### config.mk
export PLATFORM = sky130hd
export DESIGN_NAME = ioct_queue
export DESIGN_NICKNAME = d
export VERILOG_FILES = /design/src/rtl/ioct_pkg.sv /design/src/rtl/ioct_queue.sv
export SDC_FILE = /design/constraint.sdc
export NUM_CORES = 1
export LEC_CHECK = 0
export BUFFER_PORTS_ARGS = -buffer_cell sky130_fd_sc_hd__buf_2
export CELL_PAD_IN_SITES_DETAIL_PLACEMENT = 1
export CELL_PAD_IN_SITES_GLOBAL_PLACEMENT = 1
export CORE_MARGIN = 2
export CORE_UTILIZATION = 42
export DETAILED_ROUTE_END_ITERATION = 10
export PLACE_DENSITY_LB_ADDON = 0.1
export RECOVER_POWER = 100
export SYNTH_ARGS = -nofsm -noshare
export SYNTH_HDL_FRONTEND = slang
export SYNTH_SLANG_ARGS = --single-unit
### constraint.sdc
create_clock -name clk_i -period 2.35 [get_ports clk_i]
set_clock_uncertainty 0.15 [all_clocks]
set_input_delay 0.235 -clock clk_i [delete_from_list [all_inputs] [get_ports clk_i]]
set_output_delay 0.235 -clock clk_i [all_outputs]
set_load 0.1 [all_outputs]
### src/rtl/ioct_pkg.sv
// ----------------------------------------------------------------------------
// ioct_pkg: shared types and constants for the completion tracker
// Opcodes, request kinds, status codes, queue entry type and the mapping
// from request outcome to completion status.
// ----------------------------------------------------------------------------
package ioct_pkg;

  // default sizes
  localparam int SLOTS_DEF      = 256;
  localparam int COUNT_BITS_DEF = 8;
  localparam int QUEUE_DEPTH    = 2;

  // event opcodes
  typedef enum logic [1:0] {
    OP_ADD_FLASH  = 2'd0,
    OP_ADD_DMA    = 2'd1,
    OP_FLASH_DONE = 2'd2,
    OP_DMA_DONE   = 2'd3
  } op_e;

  // request kinds
  localparam logic [2:0] KIND_WRITE     = 3'd0;
  localparam logic [2:0] KIND_READ      = 3'd1;
  localparam logic [2:0] KIND_READ_XFER = 3'd2;
  localparam logic [2:0] KIND_ERASE     = 3'd3;
  localparam logic [2:0] KIND_RX_DMA    = 3'd4;
  localparam logic [2:0] KIND_TX_DMA    = 3'd5;

  // request status codes
  localparam logic [1:0] STAT_DONE = 2'd0;
  localparam logic [1:0] STAT_WARN = 2'd1;

  // completion status
  localparam logic [2:0] SCT_GENERIC         = 3'd0;
  localparam logic [2:0] SCT_MEDIA           = 3'd2;
  localparam logic [7:0] SC_OK               = 8'h00;
  localparam logic [7:0] SC_WR_FAULT         = 8'h80;
  localparam logic [7:0] SC_UNRECOVERED_READ = 8'h81;
  localparam logic [7:0] SC_ACCESS_DENY      = 8'h86;

  // classified event held in the queue
  typedef struct packed {
    op_e        op;
    logic [7:0] slot;
    logic [2:0] kind;
    logic       bad;
  } cmd_t;

  typedef struct packed {
    logic [2:0] sct;
    logic [7:0] sc;
  } status_t;

  // back end status seen by the top level
  typedef struct packed {
    logic clearing;
    logic load;
  } back_stat_t;

  // success of a flash child for its kind and status
  function automatic logic flash_ok(logic [2:0] kind, logic [1:0] status);
    logic ok;
    case (kind)
      KIND_WRITE, KIND_ERASE: ok = (status == STAT_DONE);
      KIND_READ_XFER:         ok = (status == STAT_DONE) || (status == STAT_WARN);
      default:                ok = 1'b0;
    endcase
    return ok;
  endfunction

  // completion status from the fail flag and the request kind
  function automatic status_t cpl_status(logic is_flash, logic [2:0] kind, logic failed);
    status_t st;
    st.sct = SCT_GENERIC;
    st.sc  = SC_OK;
    if (failed) begin
      if (is_flash) begin
        case (kind)
          KIND_WRITE: begin
            st.sct = SCT_MEDIA;
            st.sc  = SC_WR_FAULT;
          end
          KIND_READ, KIND_READ_XFER: begin
            st.sct = SCT_MEDIA;
            st.sc  = SC_UNRECOVERED_READ;
          end
          KIND_ERASE: begin
            st.sct = SCT_MEDIA;
            st.sc  = SC_ACCESS_DENY;
          end
          default: ;
        endcase
      end else begin
        case (kind)
          KIND_RX_DMA: begin
            st.sct = SCT_MEDIA;
            st.sc  = SC_WR_FAULT;
          end
          KIND_TX_DMA: begin
            st.sct = SCT_MEDIA;
            st.sc  = SC_UNRECOVERED_READ;
          end
          default: ;
        endcase
      end
    end
    return st;
  endfunction

endpackage

### src/rtl/ioct_queue.sv
// ----------------------------------------------------------------------------
// ioct_queue: event queue
// Small fifo of classified events between the front and the back end.
// ----------------------------------------------------------------------------
module ioct_queue import ioct_pkg::*; #(
  parameter int DEPTH = QUEUE_DEPTH
) (
  input  logic clk_i,
  input  logic rst_ni,
  input  logic push_i,
  input  cmd_t push_cmd_i,
  output logic full_o,
  input  logic pop_i,
  output cmd_t pop_cmd_o,
  output logic empty_o
);

  localparam int PW = (DEPTH > 1) ? $clog2(DEPTH) : 1;
  localparam int CW = $clog2(DEPTH + 1);

  cmd_t          buf_q [DEPTH];
  logic [PW-1:0] wr_ptr_q, wr_ptr_d;
  logic [PW-1:0] rd_ptr_q, rd_ptr_d;
  logic [CW-1:0] cnt_q, cnt_d;
  logic          do_push;
  logic          do_pop;

  assign full_o    = (cnt_q == CW'(DEPTH));
  assign empty_o   = (cnt_q == '0);
  assign do_push   = push_i && !full_o;
  assign do_pop    = pop_i && !empty_o;
  assign pop_cmd_o = buf_q[rd_ptr_q];

  // pointer and fill count update
  always_comb begin
    wr_ptr_d = wr_ptr_q;
    rd_ptr_d = rd_ptr_q;
    cnt_d    = cnt_q;
    if (do_push) begin
      wr_ptr_d = (wr_ptr_q == PW'(DEPTH - 1)) ? '0 : wr_ptr_q + PW'(1);
    end
    if (do_pop) begin
      rd_ptr_d = (rd_ptr_q == PW'(DEPTH - 1)) ? '0 : rd_ptr_q + PW'(1);
    end
    if (do_push && !do_pop) begin
      cnt_d = cnt_q + CW'(1);
    end else if (do_pop && !do_push) begin
      cnt_d = cnt_q - CW'(1);
    end
  end

  always_ff @(posedge clk_i or negedge rst_ni) begin
    if (!rst_ni) begin
      wr_ptr_q <= '0;
      rd_ptr_q <= '0;
      cnt_q    <= '0;
    end else begin
      wr_ptr_q <= wr_ptr_d;
      rd_ptr_q <= rd_ptr_d;
      cnt_q    <= cnt_d;
    end
  end

  // entry storage
  always_ff @(posedge clk_i) begin
    if (do_push) begin
      buf_q[wr_ptr_q] <= push_cmd_i;
    end
  end

endmodule

==> metrics.cfg <==
[worst_setup_path]
r2r_end=buf_q[0][2]
reg2reg_depth=4
critPathKind=flip-flop to output port
critPathCaptureType=output port
worst_setup_path_start_kind=flip-flop
worstReg2RegStart=cnt_q[0]
crit_start=rd_ptr_q
cp_max_fo=15
regToRegSetupSlack_ns=0.49
worstPathRequired_ns=1.97
endpoint=pop_cmd_o[2]
worstPathArrival_ns=1.73

[logic_synthesis]
synth_area_per_cell_sq_um=20.00
yosys.area.top_type_share_pct=66.73
synthArstFlopShare_pct=12.50
synth_area_leaders=edfxtp_1, mux2_4, dfrtp_1
synth_most_common_cell=edfxtp_1
yosys.area.top_type=edfxtp_1
synth-main-ff-cell=edfxtp_1
yosysWarnings=0
synth-seq-area-share_pct=74.68
synth_common_cells=edfxtp_1, mux2_4, mux2_2
synth_nets=82
synth_seq_cells=32
synth_cells=63
synth_cell_types=15
syn-cell-area_sq_um=1260
synth_edf_count=28

[final_layout]
fin_nets=137
drive_above_1_share_pct=34.45
antennaDiodeCount=0
final_util_pct=57.94
syn2layout_area_growth_pct=29.00
n_fill_cell=283

[floorplanning]
rows=19
die-area_sq_um=3454
boundaryPins=34
dieWidth_um=58.77
start_util_pct=44.92
core_area_sq_um=2805
die_y_um=58.77

[placement]
io_buffers=33
dp_hpwl_um=1430
place_congestion=0.6012
dp_slack_ns=0.3859

[timing]
setup_ws_ns=0.2393
drv_slew=0
finalSetupViolations=0
tightest_slew_ns=0.6458
tns_ns=0
hold_viol=0
finalCritPeriodShare_pct=89.82
rsz0062_at_grt=no
slew_headroom_pct=56.95
post-route-min-period_ns=2.111
fmax_ghz=0.4738

[grt]
antenna_found_initial=0
grt.total_usage_pct=15.04
grt_max_degree=16
grt_overflow_total=0
grt_pass1_vias=750
grt_pass1_wl_um=3615

[clock_tree]
cts_tree=yes
cts.root.buffer_cell=clkbuf_4
cts_made_buffers=5
htree_num_levels=2
cts_sinks=32
postCtsSetupRepairBufs=0
clk_pin_slew_ns=0.09
clock_latency_ns=0.32
cts_buffer_depth=2

[drt]
ant_nets=0
routedWlPerCell_um=14.57
first_iter_violations=19
drt-vias-per-instance=4.740
drc=3
vias=711
routed_wl_um=2186
first_pass_iters=7

[status]
violations=design-rule violations
status=finished, violations left

[job]
drv_cap=0

[min_path]
min_from=push_i
min_path_type=input pin to flip-flop

-- per-stage QoR --
step           instances  instance area (sq um)  hold slack, ns
2_1_floorplan         63                   1260         -0.2106
3_3_place_gp         127                   1448        -0.09754
3_5_place_dp         127                   1448        -0.09852
4_1_cts              150                   1647         0.06756
5_1_grt              150                   1625         0.06304
6_report             150                   1625         0.08158
-- per-layer routing --
metal / GRT usage, % / wire length, um
met1: 15.18 / 835
met2: 27.46 / 1201
met3: 5.275 / 114
met4: 6.818 / 34
met5: 0 / 0
-- state kept, by name (all words and copies together) (netlist names) --
name	cells
wr_ptr_q	1
cnt_q	2
rd_ptr_q	1
buf_q	28
-- timing repair --
action | 4_1_cts | 5_1_grt
hold endpoints to repair | 32 | 0
hold buffers | 15 | 0
setup endpoints to repair | 0 | 14
resized for setup | 0 | 1
-- worst min path at each step --
stage	to	slack, ns	depth (start not counted)
floorplan	cnt_q[0]	-0.21	0
finish	wr_ptr_q	0.08	3
global route	wr_ptr_q	0.06	3
detailed placement	wr_ptr_q	-0.1	1
CTS	wr_ptr_q	0.07	3
global placement	rd_ptr_q	-0.1	1
-- cells in the final DEF, fill, tap and decap left out --
cell | Yosys | layout
dfrtp_2 | 0 | 1
edfxtp_1 | 28 | 28
buf_1 | 0 | 1
dlygate4sd3_1 | 0 | 15
nand2b_1 | 1 | 1
clkbuf_1 | 0 | 15
mux2_2 | 5 | 5
inv_1 | 2 | 2
xnor2_1 | 3 | 3
clkinv_1 | 0 | 1
xor2_1 | 2 | 2
nand2_1 | 1 | 1
and3_1 | 1 | 1
buf_2 | 0 | 5
clkbuf_4 | 0 | 5
mux2_4 | 9 | 9
dfrtp_1 | 4 | 3
nor2_1 | 3 | 3
clkbuf_2 | 0 | 16
ha_1 | 1 | 1
o21ai_1 | 1 | 1
-- final cells by class --
type | count | area (sq um) | area share [%]
sequential | 32 | 942.2 | 57.97
clock inverter | 1 | 3.754 | 0.2309
timing repair buffer | 50 | 307.8 | 18.94
tap | 31 | 38.79 | 2.386
multi-input combinational | 27 | 280.3 | 17.24
inverter | 2 | 7.507 | 0.4619
clock buffer | 7 | 45.04 | 2.771
-- kinds of logic (layout without fill, tap and decap cells) --
kind of cell / Yosys count / count (layout) / synth area share [%]
DFF: 32 / 32 / 74.68
buffers and inverters: 4 / 60 / 3.079
adders and majority gates: 1 / 1 / 0.9929
muxes: 14 / 14 / 15.19
xor gates and xnor gates: 5 / 5 / 3.476
AOI/OAI and AO/OA: 1 / 1 / 0.3968
and+or+nand+nor: 6 / 6 / 2.185
-- critical path, stage by stage (launching register included) --
cell	delay (ns)
dfrtp_2	0.65
mux2_2	0.39
clkbuf_2	0.37
Power is left out: the tool's default activity adds up to more than one toggle a clock period on the data nets, which glitch-free logic cannot reach.
