===== config.mk =====
export PLATFORM = sky130hd
export DESIGN_NAME = ioct_back_flat
export DESIGN_NICKNAME = d
export VERILOG_FILES = /design/src/rtl/ioct_pkg.sv /design/src/rtl/ioct_cpl_if.sv /design/src/rtl/ioct_back.sv /design/src/flat_wrapper.sv
export SDC_FILE = /design/constraint.sdc
export NUM_CORES = 2
export LEC_CHECK = 0
export BUFFER_PORTS_ARGS = -buffer_cell sky130_fd_sc_hd__buf_2
export CAP_MARGIN = 25
export CORE_MARGIN = 5
export CORE_UTILIZATION = 35
export DETAILED_ROUTE_END_ITERATION = 12
export PLACE_DENSITY_LB_ADDON = 0.12
export SLEW_MARGIN = 20
export SYNTH_ARGS = -nofsm -noshare
export SYNTH_HDL_FRONTEND = slang
export SYNTH_MEMORY_MAX_BITS = 65536
export SYNTH_SLANG_ARGS = --single-unit

===== constraint.sdc =====
create_clock -name clk_i -period 39.3 [get_ports clk_i]
set_input_delay 3.93 -clock clk_i [delete_from_list [all_inputs] [get_ports clk_i]]
set_output_delay 3.93 -clock clk_i [all_outputs]
set_load 0.03 [all_outputs]

===== src/rtl/ioct_pkg.sv =====
// ----------------------------------------------------------------------------
// ioct_pkg: shared types and constants for the completion tracker
// Opcodes, request kinds, status codes, queue entry type and the mapping
// from request outcome to completion status.
// ----------------------------------------------------------------------------
package ioct_pkg;

  // default sizes
  localparam int SLOTS_DEF      = 256;
  localparam int COUNT_BITS_DEF = 8;
  localparam int QUEUE_DEPTH    = 2;

  // event opcodes
  typedef enum logic [1:0] {
    OP_ADD_FLASH  = 2'd0,
    OP_ADD_DMA    = 2'd1,
    OP_FLASH_DONE = 2'd2,
    OP_DMA_DONE   = 2'd3
  } op_e;

  // request kinds
  localparam logic [2:0] KIND_WRITE     = 3'd0;
  localparam logic [2:0] KIND_READ      = 3'd1;
  localparam logic [2:0] KIND_READ_XFER = 3'd2;
  localparam logic [2:0] KIND_ERASE     = 3'd3;
  localparam logic [2:0] KIND_RX_DMA    = 3'd4;
  localparam logic [2:0] KIND_TX_DMA    = 3'd5;

  // request status codes
  localparam logic [1:0] STAT_DONE = 2'd0;
  localparam logic [1:0] STAT_WARN = 2'd1;

  // completion status
  localparam logic [2:0] SCT_GENERIC         = 3'd0;
  localparam logic [2:0] SCT_MEDIA           = 3'd2;
  localparam logic [7:0] SC_OK               = 8'h00;
  localparam logic [7:0] SC_WR_FAULT         = 8'h80;
  localparam logic [7:0] SC_UNRECOVERED_READ = 8'h81;
  localparam logic [7:0] SC_ACCESS_DENY      = 8'h86;

  // classified event held in the queue
  typedef struct packed {
    op_e        op;
    logic [7:0] slot;
    logic [2:0] kind;
    logic       bad;
  } cmd_t;

  typedef struct packed {
    logic [2:0] sct;
    logic [7:0] sc;
  } status_t;

  // back end status seen by the top level
  typedef struct packed {
    logic clearing;
    logic load;
  } back_stat_t;

  // success of a flash child for its kind and status
  function automatic logic flash_ok(logic [2:0] kind, logic [1:0] status);
    logic ok;
    case (kind)
      KIND_WRITE, KIND_ERASE: ok = (status == STAT_DONE);
      KIND_READ_XFER:         ok = (status == STAT_DONE) || (status == STAT_WARN);
      default:                ok = 1'b0;
    endcase
    return ok;
  endfunction

  // completion status from the fail flag and the request kind
  function automatic status_t cpl_status(logic is_flash, logic [2:0] kind, logic failed);
    status_t st;
    st.sct = SCT_GENERIC;
    st.sc  = SC_OK;
    if (failed) begin
      if (is_flash) begin
        case (kind)
          KIND_WRITE: begin
            st.sct = SCT_MEDIA;
            st.sc  = SC_WR_FAULT;
          end
          KIND_READ, KIND_READ_XFER: begin
            st.sct = SCT_MEDIA;
            st.sc  = SC_UNRECOVERED_READ;
          end
          KIND_ERASE: begin
            st.sct = SCT_MEDIA;
            st.sc  = SC_ACCESS_DENY;
          end
          default: ;
        endcase
      end else begin
        case (kind)
          KIND_RX_DMA: begin
            st.sct = SCT_MEDIA;
            st.sc  = SC_WR_FAULT;
          end
          KIND_TX_DMA: begin
            st.sct = SCT_MEDIA;
            st.sc  = SC_UNRECOVERED_READ;
          end
          default: ;
        endcase
      end
    end
    return st;
  endfunction

endpackage


===== src/rtl/ioct_cpl_if.sv =====
// ----------------------------------------------------------------------------
// ioct_cpl_if: completion channel
// Valid/ready channel carrying one command completion per beat.
// ----------------------------------------------------------------------------
interface ioct_cpl_if;
  logic       valid;
  logic       ready;
  logic [7:0] completion_slot;
  logic [2:0] status_code_type;
  logic [7:0] status_code;

  modport source (output valid, completion_slot, status_code_type, status_code, input ready);
  modport sink   (input valid, completion_slot, status_code_type, status_code, output ready);
endinterface


===== src/rtl/ioct_back.sv =====
// ----------------------------------------------------------------------------
// ioct_back: scoreboard update
// Read-modify-write of the per-slot counters and fail flag, completion
// forming and the output register; clears the table after reset.
// ----------------------------------------------------------------------------
module ioct_back import ioct_pkg::*; #(
  parameter int SLOTS      = SLOTS_DEF,
  parameter int COUNT_BITS = COUNT_BITS_DEF
) (
  input  logic       clk_i,
  input  logic       rst_ni,
  input  logic       q_empty_i,
  input  cmd_t       q_cmd_i,
  output logic       q_pop_o,
  output back_stat_t stat_o,
  ioct_cpl_if.source cpl_o
);

  localparam int IW = (SLOTS > 1) ? $clog2(SLOTS) : 1;
  localparam int CB = COUNT_BITS;
  localparam int EW = 2 * CB + 1;

  localparam logic [1:0] ST_CLEAR  = 2'd0;
  localparam logic [1:0] ST_IDLE   = 2'd1;
  localparam logic [1:0] ST_UPDATE = 2'd2;

  logic [1:0]    state_q, state_d;
  logic [IW-1:0] clr_q, clr_d;
  cmd_t          cmd_q, cmd_d;

  // slot table: {fail, dma count, flash count}
  logic [EW-1:0] mem [SLOTS];
  logic [EW-1:0] rd_q;
  logic          rd_en;
  logic [IW-1:0] rd_idx;
  logic          wr_en;
  logic [IW-1:0] wr_idx;
  logic [EW-1:0] wr_data;

  logic [CB-1:0] f_cnt, d_cnt, nf_cnt, nd_cnt;
  logic          fail, nfail, st_fail;
  logic          emit, is_flash;
  status_t       st;
  logic          out_busy;
  logic          load;

  logic          out_valid_q, out_valid_d;
  logic [7:0]    out_slot_q;
  status_t       out_st_q;

  assign f_cnt = rd_q[CB-1:0];
  assign d_cnt = rd_q[2*CB-1:CB];
  assign fail  = rd_q[2*CB];

  // entry update for the held event
  always_comb begin
    nf_cnt   = f_cnt;
    nd_cnt   = d_cnt;
    nfail    = fail;
    emit     = 1'b0;
    is_flash = 1'b0;
    case (cmd_q.op)
      OP_ADD_FLASH: begin
        if (!(&f_cnt)) nf_cnt = f_cnt + CB'(1);
      end
      OP_ADD_DMA: begin
        if (!(&d_cnt)) nd_cnt = d_cnt + CB'(1);
      end
      OP_FLASH_DONE: begin
        nfail = fail | cmd_q.bad;
        if (f_cnt != '0) begin
          nf_cnt   = f_cnt - CB'(1);
          emit     = (nf_cnt == '0);
          is_flash = 1'b1;
        end
      end
      OP_DMA_DONE: begin
        if (d_cnt != '0) begin
          nd_cnt = d_cnt - CB'(1);
          emit   = (nd_cnt == '0);
        end
      end
      default: ;
    endcase
    st_fail = nfail;
    st      = cpl_status(is_flash, cmd_q.kind, st_fail);
    if (emit) nfail = 1'b0;
  end

  assign out_busy = out_valid_q && !cpl_o.ready;

  // sequencer: clearing pass, fetch, update
  always_comb begin
    state_d = state_q;
    clr_d   = clr_q;
    cmd_d   = cmd_q;
    rd_en   = 1'b0;
    rd_idx  = IW'(q_cmd_i.slot);
    wr_en   = 1'b0;
    wr_idx  = IW'(cmd_q.slot);
    wr_data = {nfail, nd_cnt, nf_cnt};
    q_pop_o = 1'b0;
    load    = 1'b0;
    case (state_q)
      ST_CLEAR: begin
        wr_en   = 1'b1;
        wr_idx  = clr_q;
        wr_data = '0;
        if (clr_q == IW'(SLOTS - 1)) begin
          state_d = ST_IDLE;
        end else begin
          clr_d = clr_q + IW'(1);
        end
      end
      ST_IDLE: begin
        if (!q_empty_i) begin
          q_pop_o = 1'b1;
          rd_en   = 1'b1;
          cmd_d   = q_cmd_i;
          state_d = ST_UPDATE;
        end
      end
      ST_UPDATE: begin
        if (!out_busy) begin
          wr_en   = 1'b1;
          load    = emit;
          state_d = ST_IDLE;
        end
      end
      default: state_d = ST_IDLE;
    endcase
  end

  always_ff @(posedge clk_i or negedge rst_ni) begin
    if (!rst_ni) begin
      state_q <= ST_CLEAR;
      clr_q   <= '0;
    end else begin
      state_q <= state_d;
      clr_q   <= clr_d;
    end
  end

  always_ff @(posedge clk_i) begin
    cmd_q <= cmd_d;
  end

  // table read and write ports
  always_ff @(posedge clk_i) begin
    if (rd_en) begin
      rd_q <= mem[rd_idx];
    end
  end

  always_ff @(posedge clk_i) begin
    if (wr_en) begin
      mem[wr_idx] <= wr_data;
    end
  end

  // output register
  assign out_valid_d = load || (out_valid_q && !cpl_o.ready);

  always_ff @(posedge clk_i or negedge rst_ni) begin
    if (!rst_ni) begin
      out_valid_q <= 1'b0;
    end else begin
      out_valid_q <= out_valid_d;
    end
  end

  always_ff @(posedge clk_i) begin
    if (load) begin
      out_slot_q <= cmd_q.slot;
      out_st_q   <= st;
    end
  end

  assign cpl_o.valid            = out_valid_q;
  assign cpl_o.completion_slot  = out_slot_q;
  assign cpl_o.status_code_type = out_st_q.sct;
  assign cpl_o.status_code      = out_st_q.sc;

  assign stat_o.clearing = (state_q == ST_CLEAR);
  assign stat_o.load     = load;

endmodule


===== src/flat_wrapper.sv =====
// flat-port wrapper written by rule: the top's interface ports become plain ports
module ioct_back_flat import ioct_pkg::*;
#(
  parameter int SLOTS      = SLOTS_DEF,
  parameter int COUNT_BITS = COUNT_BITS_DEF
)
  (clk_i, rst_ni, q_empty_i, q_cmd_i, q_pop_o, stat_o, cpl_o_valid, cpl_o_completion_slot, cpl_o_status_code_type, cpl_o_status_code, cpl_o_ready);
  ioct_cpl_if cpl_o_i ();
  input  logic clk_i;
  input  logic rst_ni;
  input  logic q_empty_i;
  input  cmd_t q_cmd_i;
  output logic q_pop_o;
  output back_stat_t stat_o;
  output wire logic [$bits(cpl_o_i.valid)-1:0] cpl_o_valid;
  output wire logic [$bits(cpl_o_i.completion_slot)-1:0] cpl_o_completion_slot;
  output wire logic [$bits(cpl_o_i.status_code_type)-1:0] cpl_o_status_code_type;
  output wire logic [$bits(cpl_o_i.status_code)-1:0] cpl_o_status_code;
  input wire logic [$bits(cpl_o_i.ready)-1:0] cpl_o_ready;
  assign cpl_o_valid = cpl_o_i.valid;
  assign cpl_o_completion_slot = cpl_o_i.completion_slot;
  assign cpl_o_status_code_type = cpl_o_i.status_code_type;
  assign cpl_o_status_code = cpl_o_i.status_code;
  assign cpl_o_i.ready = cpl_o_ready;
  ioct_back #(.SLOTS(SLOTS), .COUNT_BITS(COUNT_BITS)) u_core (.clk_i(clk_i), .rst_ni(rst_ni), .q_empty_i(q_empty_i), .q_cmd_i(q_cmd_i), .q_pop_o(q_pop_o), .stat_o(stat_o), .cpl_o(cpl_o_i));
endmodule

==> summary.txt <==
CTS
  – Hold_buf cts: 0
  – Max clock buf depth: 4
  – Clock Tree Root: clkbuf_16
  – H-tree depth: 5
  – CTS buffer count: roughly 470
  – CTS resizes: 0
  – CTS Sinks: ~4400
  – CTS tree: yes
  – Clock-pin slew on the worst setup and hold paths: 60 ps
  – Number of setup buffers added after CTS: 0
  – Worst-Skew Late Latency: approximately 1100 ps

Outcome
  – Status: completed

Pwr
  – Overall power: between 10000 and 15000 uW
  – Cell internal pwr: between 8000 and 9000 uW
  – Worst vdd ir: just under 0.07 mV
  – LEAKAGE: about 0.062 uW
  – Sw power: ~3000 uW
  – Clock power frac: 0.372
  – Switching Share: 0.2627
  – Combinational fraction of design power: 0.122
  – Flop pwr share: 0.506
  – Pwr/cell area: roughly 60 nW/um^2

Timing
  – Post-Route Setup TNS: 0 ps
  – Relative slew slack: 0.1208
  – Fin. max-slew vios: 0
  – Endpoints failing setup: 0
  – Final Hold Viols: 0
  – Worst Tran Pin Value: around 1300 ps
  – Crit share post-route: 0.2323
  – Final min period: 9130 ps
  – Hold WS: 518.5 ps
  – RSZ-0062 raised after global routing: no
  – Clock Skews: between 80 and 90 ps
  – Max Clock Freq: ~110 MHz

Synthesis
  – Share of the synthesized area in the top cell type: 0.7669
  – Synth cell types: 87
  – EDFF count, synth: 4394
  – Most frequent cell after synthesis: edfxtp_1
  – Commonest cells post-synth: 4394 x edfxtp_1, 839 x mux4_2, 568 x mux2i_1
  – Synth Area in Compound Gates: 0.03327
  – Biggest area consumer among synthesized cells: edfxtp_1
  – Mapped cell area: approximately 170000 um^2
  – FF+latch count, synth: between 4000 and 5000
  – Register area share after synthesis: 0.7685
  – Synth area leaders: edfxtp_1 77%, mux4_2 11%, mux2i_1 3.3%
  – Main combinational cell family by area after synthesis: multiplexers
  – XOR/XNOR Fraction of Synth Area: 0.001018
  – Post-Synth Adder-Cell Area: 0.0006545
  – Post-Synth Simple-Gate Area: 0.02352
  – Post-synth top flop: edfxtp_1
  – Syn Inst Count: between 8000 and 9000
  – Synth warn: 0
  – Mux share of post-synthesis cell area: 0.1509
  – Syn Area/Cell: roughly 21 um^2
  – Ys async rst share: 0.002497

Detailed routing
  – Initial DRT Pass Iterations: 6
  – Post-Route WL: 521800 um
  – Vias: roughly 86000
  – Via/cell ratio: approximately 5.5
  – Average wire per cell in the routed design: ~34 um
  – DRC: 0
  – Final ANT Viol Nets: 0
  – 1st-iter DRT viols: about 8800

Floorplanning
  – Initial Util: 0.3511
  – CORE AREA: about 490000 um^2
  – Site Rows: ~260
  – IO Pins: 41
  – Die height: 711.1 um
  – Die area: ~500000 um^2
  – Die W: between 700 and 800 um

Global routing
  – Vias in the first global route: about 87000
  – Global-route wire length before repair: a little over 700000 um
  – Largest net degree at the start of global routing: approximately 190
  – Congestion Overflow GR: 0
  – Total GRT Usage: 0.2010
  – Initial antenna violation count: 34

Critical path
  – Worst Path Arrival: around 5200 ps
  – WS Path Type: in2out
  – CP Launch Type: input port
  – Critical Path RT: 35370 ps
  – R2R setup slack: ~34000 ps
  – CP Launch Point: cpl_o_ready
  – Critical Path Sink Type: output port
  – Critical R2R Capture: u_core.mem[6][8]
  – RR Startpoint: u_core.state_q[0]
  – Cells on worst reg2reg path: 8
  – Critical Path End: stat_o[0]
  – Worst-path fanout max: 8

Placement
  – Global placer's final weighted congestion: 0.7951
  – Port bufs: 34
  – Hpwl dp: 306500 um

Final layout
  – Final core utilization: 0.4012
  – Fraction of layout cells with a size suffix above 1: 0.2545
  – Final nets: 8583
  – Area Growth Syn to Fin: 14.27%

Flow run
  – Total of max-cap violations: 0

Worst hold path
  – Hold/Removal Path Class: reg2reg
[worst min-delay path by stage]
stage	start	to	slack, ps	cells after the start
after floorplan	u_core.cmd_q[4]	u_core.cpl_o.completion_slot[0]	430	0
after global placement	u_core.cmd_q[5]	u_core.cpl_o.completion_slot[1]	480	0
after detailed placement	u_core.cmd_q[5]	u_core.cpl_o.completion_slot[1]	490	0
after CTS	u_core.cmd_q[5]	u_core.cpl_o.completion_slot[1]	510	0
after global routing	u_core.cmd_q[5]	u_core.cpl_o.completion_slot[1]	520	0
final	u_core.cmd_q[5]	u_core.cpl_o.completion_slot[1]	520	0
[stage by stage]
| stage | instance area (um^2) | setup WS, ps | std cells |
|---|---|---|---|
| 6_report | 196600 | 30170 | 15446 |
| 5_1_grt | 196600 | 30000 | 15435 |
| 4_1_cts | 196300 | 30200 | 15423 |
| 3_5_place_dp | 181300 | 29210 | 14545 |
| 3_3_place_gp | 181000 | 28660 | 14527 |
| 2_1_floorplan | 172100 | 11420 | 8095 |
[power by group through the flow]
stage	clock [uW]	sequential (uW)	combinational, uW
3_5_place_dp	0	5970	1420
6_report	4310	5870	1420
3_3_place_gp	0	5970	1360
4_1_cts	4420	5870	1420
2_1_floorplan	0	6220	661
5_1_grt	4610	5870	1510
[layout by cell type (no fill, tap or decap), types with 53 or more instances in the layout]
cell and count:
edfxtp_1 4394, mux4_2 839, mux2i_1 568, clkbuf_16 479, buf_4 405, o22ai_1 202
a21oi_1 154, nor3_1 150, nor2_1 147, nor2_2 141, o221ai_1 140, clkinv_1 139
nand2_1 117, clkinv_2 97, o21ai_0 91, clkbuf_1 86, a22oi_1 58, a221oi_1 53
[routing by layer]
| metal | share of wire | GRT usage |
|---|---|---|
| met4 | 0.026 | 0.04924 |
| met3 | 0.056 | 0.02965 |
| met2 | 0.48 | 0.3302 |
| met5 | 0.000065 | 0 |
| met1 | 0.43 | 0.2823 |
[area by class of cell]
type                       count  area [um^2]
timing repair buffer         482         4044
inverter                      12        60.06
tap                         6475         8102
clock inverter               313         2666
antenna                       12        30.03
sequential                  4405       132200
clock buffer                 565        12310
fill                       43653       293400
multi-input combinational   3182        37180
[registers in the layout, indices dropped and copies added (netlist names)]
name,cells
u_core.cmd_q,14
u_core.cpl_o.status_code,2
u_core.cpl_o.completion_slot,8
u_core.cpl_o.valid,1
u_core.clr_q,8
u_core.state_q,2
u_core.rd_q,17
u_core.mem,4352
u_core.cpl_o.status_code_type,1
[cell families (layout without fill, tap and decap cells)]
logic type                 Yosys count  in the layout
xor gates and xnor gates            20             20
AOI/OAI and AO/OA                  824            824
and+or+nand+nor                    852            852
muxes                             1471           1471
buffers and inverters              508           1372
DFF                               4405           4405
adders and majority gates            9              9
other                                1             18
[critical path, cell delays in order]
cell and delay [ps]:
buf_2 110, nor2b_1 100, nor2_4 290, buf_4 430, buf_2 290
Power figures use the tool's default switching activity.
